## src/hdl/gimli_pkg.sv

```systemverilog
package gimli_pkg;

  localparam int ROUND_COUNT = 24;
  localparam int WORD_BITS = 32;
  localparam int COLS = 4;
  localparam int WORDS = 12;
  localparam logic [WORD_BITS-1:0] RC_BASE = 32'h9e377900;

  typedef logic [WORD_BITS-1:0] word_t;
  // word index = row * COLS + col
  typedef word_t [WORDS-1:0] state_t;

endpackage

```

## src/hdl/gimli_spbox.sv

```systemverilog
module gimli_spbox (
  input  gimli_pkg::word_t row0_in,
  input  gimli_pkg::word_t row1_in,
  input  gimli_pkg::word_t row2_in,
  output gimli_pkg::word_t row0_out,
  output gimli_pkg::word_t row1_out,
  output gimli_pkg::word_t row2_out
);

  gimli_pkg::word_t x;
  gimli_pkg::word_t y;
  gimli_pkg::word_t z;

  assign x = {row0_in[7:0], row0_in[31:8]};
  assign y = {row1_in[22:0], row1_in[31:23]};
  assign z = row2_in;

  assign row2_out = x ^ (z << 1) ^ ((y & z) << 2);
  assign row1_out = y ^ x ^ ((x | z) << 1);
  assign row0_out = z ^ y ^ ((x & y) << 3);

endmodule

```

## src/hdl/gimli_round.sv

```systemverilog
module gimli_round #(
  parameter int ROUND = 24
) (
  input  logic                clk,
  input  logic                rst,
  input  logic                in_valid,
  output logic                in_ready,
  input  gimli_pkg::state_t   in_state,
  output logic                out_valid,
  input  logic                out_ready,
  output gimli_pkg::state_t   out_state
);

  localparam gimli_pkg::word_t RC = gimli_pkg::RC_BASE ^ gimli_pkg::word_t'(ROUND);

  gimli_pkg::state_t sp;
  gimli_pkg::state_t mixed;

  for (genvar col = 0; col < gimli_pkg::COLS; col++) begin : g_lane
    gimli_spbox u_lane (
      .row0_in  (in_state[col]),
      .row1_in  (in_state[gimli_pkg::COLS + col]),
      .row2_in  (in_state[2*gimli_pkg::COLS + col]),
      .row0_out (sp[col]),
      .row1_out (sp[gimli_pkg::COLS + col]),
      .row2_out (sp[2*gimli_pkg::COLS + col])
    );
  end

  // row 0 shuffle: small swap plus constant, or big swap, or none in the other rounds
  always_comb begin
    mixed = sp;
    unique case (ROUND % 4)
      0: begin
        mixed[0] = sp[1] ^ RC;
        mixed[1] = sp[0];
        mixed[2] = sp[3];
        mixed[3] = sp[2];
      end
      2: begin
        mixed[0] = sp[2];
        mixed[1] = sp[3];
        mixed[2] = sp[0];
        mixed[3] = sp[1];
      end
      default: begin
        mixed = sp;
      end
    endcase
  end

  assign in_ready = !out_valid || out_ready;

  always_ff @(posedge clk) begin
    if (rst) begin
      out_valid <= 1'b0;
    end else if (in_ready) begin
      out_valid <= in_valid;
    end
  end

  always_ff @(posedge clk) begin
    if (in_valid && in_ready) begin
      out_state <= mixed;
    end
  end

endmodule

```

## config.mk

```make
export PLATFORM = sky130hd
export DESIGN_NAME = gimli_round
export DESIGN_NICKNAME = d
export VERILOG_FILES = /design/src/hdl/gimli_pkg.sv /design/src/hdl/gimli_spbox.sv /design/src/hdl/gimli_round.sv
export SDC_FILE = /design/constraint.sdc
export NUM_CORES = 1
export LEC_CHECK = 0
export BUFFER_PORTS_ARGS = -buffer_cell sky130_fd_sc_hd__clkbuf_2
export CAP_MARGIN = 25
export CORE_AREA = 4 4 298 300
export CTS_BUF_LIST = sky130_fd_sc_hd__clkbuf_16
export CTS_CLUSTER_SIZE = 40
export DETAILED_ROUTE_END_ITERATION = 7
export DIE_AREA = 0 0 302 304
export GPL_ROUTABILITY_DRIVEN = 1
export PLACE_DENSITY = 0.42
export SLEW_MARGIN = 20
export SYNTH_ARGS = -nofsm -noshare
export SYNTH_HDL_FRONTEND = slang
export SYNTH_SLANG_ARGS = --single-unit
```

## constraint.sdc

```tcl
create_clock -name clk -period 16.7 [get_ports clk]
set_input_delay 3.34 -clock clk [delete_from_list [all_inputs] [get_ports clk]]
set_output_delay 3.34 -clock clk [all_outputs]
set_load 0.005 [all_outputs]
```

==> results.yml, run 1 <==
placement:
  numPortBuffers: 773
  globalplace.congestion: 0.839
  placed_area_mm2: 0.0248
  dp.cells: 3187
  dp_slack_ns: 9.61
  hpwl_um: 56600
clocking:
  htree_num_levels: 2
  holdBufCountCts: 0
  path_clk_slew_ns: 0.06
  clock-sinks: 385
  cts_tree: "done"
  post_cts_resize_count: 0
  cts_made_buffers: 50
  cts_buffer_depth: 3
  post-cts-setup-buffer-count: 0
  clk_latency_ns: 0.57
  cts_root_buffer: "clkbuf_16"
timing:
  fin_ws_ns: 9.62
  worst_pin_slew_ns: 0.957
  whs_ns: 0.539
  max_freq_mhz: 141
  maxSlewHeadroom_pct: 36.2
  grt_setup_unrepaired: "false"
  final-setup-viol-count: 0
  finalCritPeriodShare_pct: 42.4
  skew_ns: 0.0209
  tns_ns: 0
  finalHoldViolCount: 0
  post-route-min-period_ns: 7.08
  maxSlewViolCount: 0
power_and_ir_drop:
  leakagePower_nw: 11.1
  pwr_density_cell_mw_per_mm2: 103
  ir_drop_mv: 0.0644
  report.power.total_mw: 2.70
worst_setup_path:
  crit_required_ns: 13.36
  cpPeakStageDelay_ns: 0.16
  crit_chain: "clkbuf_2, nand2b_1, clkbuf_2"
  crit_top_cell: "clkbuf_2"
  path_class: "input pin to output port"
  endpoint_kind: "output port"
  r2r_setup_slack_ns: 13.08
  start_kind: "input pin"
  cp_slowest_cell: "nand2b_1"
  arrival_ns: 3.74
  crit_fanout: 3
die:
  die_h_um: 304
  die-area_mm2: 0.0918
  coreArea_mm2: 0.0862
  initial_core_util_pct: 22.5
  io_pins: 774
  num_rows: 108
  die_w_um: 302
logic_synthesis:
  mappedNetlistNets: 1877
  synth_area_mm2: 0.0194
  ys_seq_area_share_pct: 59.5
  synth.ff_latch_count: 385
  yosysWarnings: 0
  syn_avg_cell_area_um2: 15.5
  ys_types: 10
  postSynthCellCount: 1253
finish:
  layout-drive-gt1-share_pct: 39.7
  stdcell_count: 3281
  nNetsFinal: 2708
  fillers: 9067
  final_core_util_pct: 30.5
  multi_input_area_mm2: 0.00785
  seqCellArea_mm2: 0.0116
  area_growth_pct: 35.4
  fin_area_mm2: 0.0263
drt:
  num_vias: 12605
  first_pass_iters: 4
  vias_per_cell: 3.84
  drt_iter0_drc: 440
  wl_per_cell_um: 20.4
  detail-route-antenna-nets: 0
  drc: 0
  routed_wl_um: 67000
global_routing:
  grt_pass1_vias: 14247
  grt-ovfl-total: 0
  antenna_found_initial: 12
  grt.total_usage_pct: 14.0
  grt_max_degree: 70
  grt_pass1_wl_um: 94700
status:
  status: "completed"
flow_run:
  cap_violations: 0
worst_hold_path:
  holdCritPathClass: "register to register"
[area by class of cell]
class	instances	share of cell area (%)
flip-flops and latches	385	44.0
diodes	7	0.0667
multi-input cells	867	29.9
clock inverters	36	0.714
inverters	1	0.0143
repair buffers	779	15.0
well taps	1155	5.50
clock buffers	51	4.86
[power by group]
| part | switching, mW | internal (mW) |
|---|---|---|
| sequential | 0.0309 | 1.20 |
| clock | 0.422 | 0.562 |
| combinational | 0.252 | 0.226 |
| total | 0.704 | 1.99 |
[layer usage]
| layer | track usage (%) | share of wire, % | vias up |
|---|---|---|---|
| met2 | 25.5 | 50 | 539 |
| li1 | - | - | 6113 |
| met5 | 0 | 0.079 | - |
| met4 | 3.99 | 2.5 | 8 |
| met3 | 6.95 | 12 | 87 |
| met1 | 14.0 | 35 | 5858 |
[kinds of logic after synthesis]
kind of cell	share of synthesized area (%)
buf+inv	0.0193
compound gates	0.0258
simple gates	2.46
fa+ha+maj	15.2
flops	59.5
xor+xnor	22.7
[worst max-delay path: cells and delay by family]
kind,cells,cell delay [ns]
buffers and inverters,2,0.24
and+or+nand+nor,1,0.16
[worst paths after layout]
path,from,end,cells after the start
setup / recovery,out_ready,in_ready,3
hold / removal,out_valid,out_valid,2
setup reg to reg,out_valid,out_state[359],5
hold reg to reg,out_valid,out_valid,2
[sequential cells by signal, summed over array words and instances, names as in the netlist]
name       flops
out_state    384
out_valid      1
[cell usage after synthesis]
master | count | area [µm²]
edfxtp_1 | 384 | 11500
nor2_1 | 124 | 465
a21oi_1 | 1 | 5.00
ha_1 | 236 | 2950
xnor2_1 | 395 | 3460
inv_1 | 1 | 3.75
dfxtp_1 | 1 | 20.0
and2_1 | 1 | 6.26
nand2b_1 | 1 | 6.26
xor2_1 | 109 | 955
[cell usage in the layout (no fill, tap or decap)]
master,Yosys,routed
a21oi_1,1,1
and2_4,0,1
buf_16,0,1
buf_4,0,5
bufinv_16,0,1
clkbuf_16,0,51
clkbuf_2,0,773
clkinv_1,0,12
clkinv_2,0,6
clkinv_4,0,1
clkinvlp_4,0,1
dfxtp_1,1,1
diode_2,0,7
edfxtp_1,384,384
ha_1,236,236
inv_1,1,14
inv_6,0,2
nand2b_1,1,1
nor2_1,124,124
xnor2_1,395,395
xor2_1,109,109
Power figures use the tool's default switching activity.
==> run 2, diff against run 1 <==
--- a/config.mk
+++ b/config.mk
@@ -7,13 +7,13 @@
 export LEC_CHECK = 0
 export BUFFER_PORTS_ARGS = -buffer_cell sky130_fd_sc_hd__clkbuf_2
 export CAP_MARGIN = 25
-export CORE_AREA = 4 4 298 300
+export CORE_AREA = 4 4 302 304
 export CTS_BUF_LIST = sky130_fd_sc_hd__clkbuf_16
 export CTS_CLUSTER_SIZE = 40
 export DETAILED_ROUTE_END_ITERATION = 7
-export DIE_AREA = 0 0 302 304
+export DIE_AREA = 0 0 306 308
 export GPL_ROUTABILITY_DRIVEN = 1
-export PLACE_DENSITY = 0.42
+export PLACE_DENSITY = 0.43
 export SLEW_MARGIN = 20
 export SYNTH_ARGS = -nofsm -noshare
 export SYNTH_HDL_FRONTEND = slang
==> constraint.sdc (replaced) <==
create_clock -name clk -period 6.4 [get_ports clk]
set_input_delay 1.28 -clock clk [delete_from_list [all_inputs] [get_ports clk]]
set_output_delay 1.28 -clock clk [all_outputs]
set_load 0.005 [all_outputs]
==> results.yml, run 2 (same netlist as run 1, synthesis figures left out) <==
global_routing:
  antenna_found_initial: 12
  gr-usage-met3_pct: 7.02
  grt.total_usage_pct: 14.0
  met2_usage_pct: 25.2
  grt-ovfl-total: 0
  grt_max_degree: 98
  top_usage_layer: "met2"
  grt_pass1_vias: 14278
  grt_pass1_wl_um: 96700
  grt_util_met1_pct: 14.6
finish:
  largest_register_ffs: 384
  largest_register: "out_state"
  final_cell_mix: "clkbuf_2, xnor2_1, edfxtp_1, ha_1, nor2_1"
  fillers: 9142
  stdcell_count: 3296
  nNetsFinal: 2708
  layout-drive-gt1-share_pct: 40.0
  area_growth_pct: 36.0
  top_regs: "out_state x384, out_valid x1"
  final_common_cell: "clkbuf_2"
power_and_ir_drop:
  pwr_density_cell_mw_per_mm2: 270
  ir_drop_mv: 0.182
  leakagePower_nw: 11.2
worst_setup_path:
  path_class: "input pin to output port"
  crit_path_end: "in_ready"
  rr_startpoint: "out_valid"
  rr_worst_depth: 4
  start_kind: "input pin"
  crit_path_start: "out_ready"
  reg2reg_to: "out_state[84]"
  arrival_ns: 1.64
  crit_fanout: 3
  crit_required_ns: 5.12
  r2r_setup_slack_ns: 4.26
  endpoint_kind: "output port"
drt:
  detail-route-antenna-nets: 0
  drt_iter0_drc: 495
  vias_per_cell: 3.84
  num_vias: 12646
  routed_wl_um: 69100
  first_pass_iters: 4
  drc: 0
  wl_per_cell_um: 21.0
clocking:
  path_clk_slew_ns: 0.06
  holdBufCountCts: 0
  post-cts-setup-buffer-count: 0
  cts_made_buffers: 49
  cts_tree: "done"
  cts_buffer_depth: 3
  cts_root_buffer: "clkbuf_16"
  post_cts_resize_count: 0
  clk_latency_ns: 0.58
  htree_num_levels: 2
  clock-sinks: 385
flow_run:
  cap_violations: 0
worst_hold_path:
  holdCritPathClass: "register to register"
  min_from: "out_valid"
  holdPathStages: 2
die:
  die_w_um: 306
  die_h_um: 308
  initial_core_util_pct: 22.0
  io_pins: 774
  die-area_mm2: 0.0942
  num_rows: 109
  coreArea_mm2: 0.0882
timing:
  final-setup-viol-count: 0
  whs_ns: 0.528
  maxSlewViolCount: 0
  skew_ns: 0.0104
  finalCritPeriodShare_pct: 45.7
  post-route-min-period_ns: 2.92
  max_freq_mhz: 342
  grt_setup_unrepaired: "false"
  worst_pin_slew_ns: 0.585
  finalHoldViolCount: 0
  maxSlewHeadroom_pct: 61.0
  tns_ns: 0
placement:
  dp.cells: 3198
  hpwl_um: 58800
  numPortBuffers: 773
  globalplace.congestion: 0.877
status:
  status: "completed"
## run 2: worst min-delay path by stage
stage,end,slack (ns)
final,out_valid,0.53
after global routing,out_valid,0.58
after CTS,out_valid,0.53
after detailed placement,out_valid,0.52
after global placement,out_valid,0.51
after floorplan,out_valid,0.53
## run 2: area by class of cell
| type | instances | area [µm²] | area share, % |
|---|---|---|---|
| Tap cell | 1165 | 1460 | 5.52 |
| Inverter | 1 | 3.75 | 0.0142 |
| Antenna cell | 6 | 15.0 | 0.0569 |
| Timing Repair Buffer | 780 | 3980 | 15.1 |
| Clock inverter | 41 | 251 | 0.953 |
| Clock buffer | 51 | 1280 | 4.84 |
| Multi-Input combinational cell | 867 | 7850 | 29.8 |
| Sequential cell | 385 | 11600 | 43.8 |
## run 2: power breakdown
| part | switching, mW | internal (mW) |
|---|---|---|
| logic | 0.668 | 0.596 |
| registers | 0.0854 | 3.14 |
| clock network | 1.13 | 1.52 |
| total | 1.88 | 5.26 |
## run 2: routing by layer
metal  vias up  share of wire, %  wire [µm]
met1      5904                36      24900
met4        10               1.9       1290
met5         -             0.098         68
li1       6126                 -          -
met2       521                50      34800
met3        85                12       8090
## run 2: critical path: stages
cell and delay, ns:
clkbuf_2 0.07, nand2b_1 0.16, clkbuf_2 0.13
## run 2: through the flow
stage	util (%)	worst slack [ns]	area, µm²	power, mW
2_1_floorplan	-	1.83	19400	3.86
6_report	29.9	3.48	26400	7.14
3_5_place_dp	28.2	3.17	24800	4.59
4_1_cts	29.9	3.47	26400	7.31
3_3_place_gp	28.1	2.97	24800	4.58
5_1_grt	29.9	3.45	26400	7.53
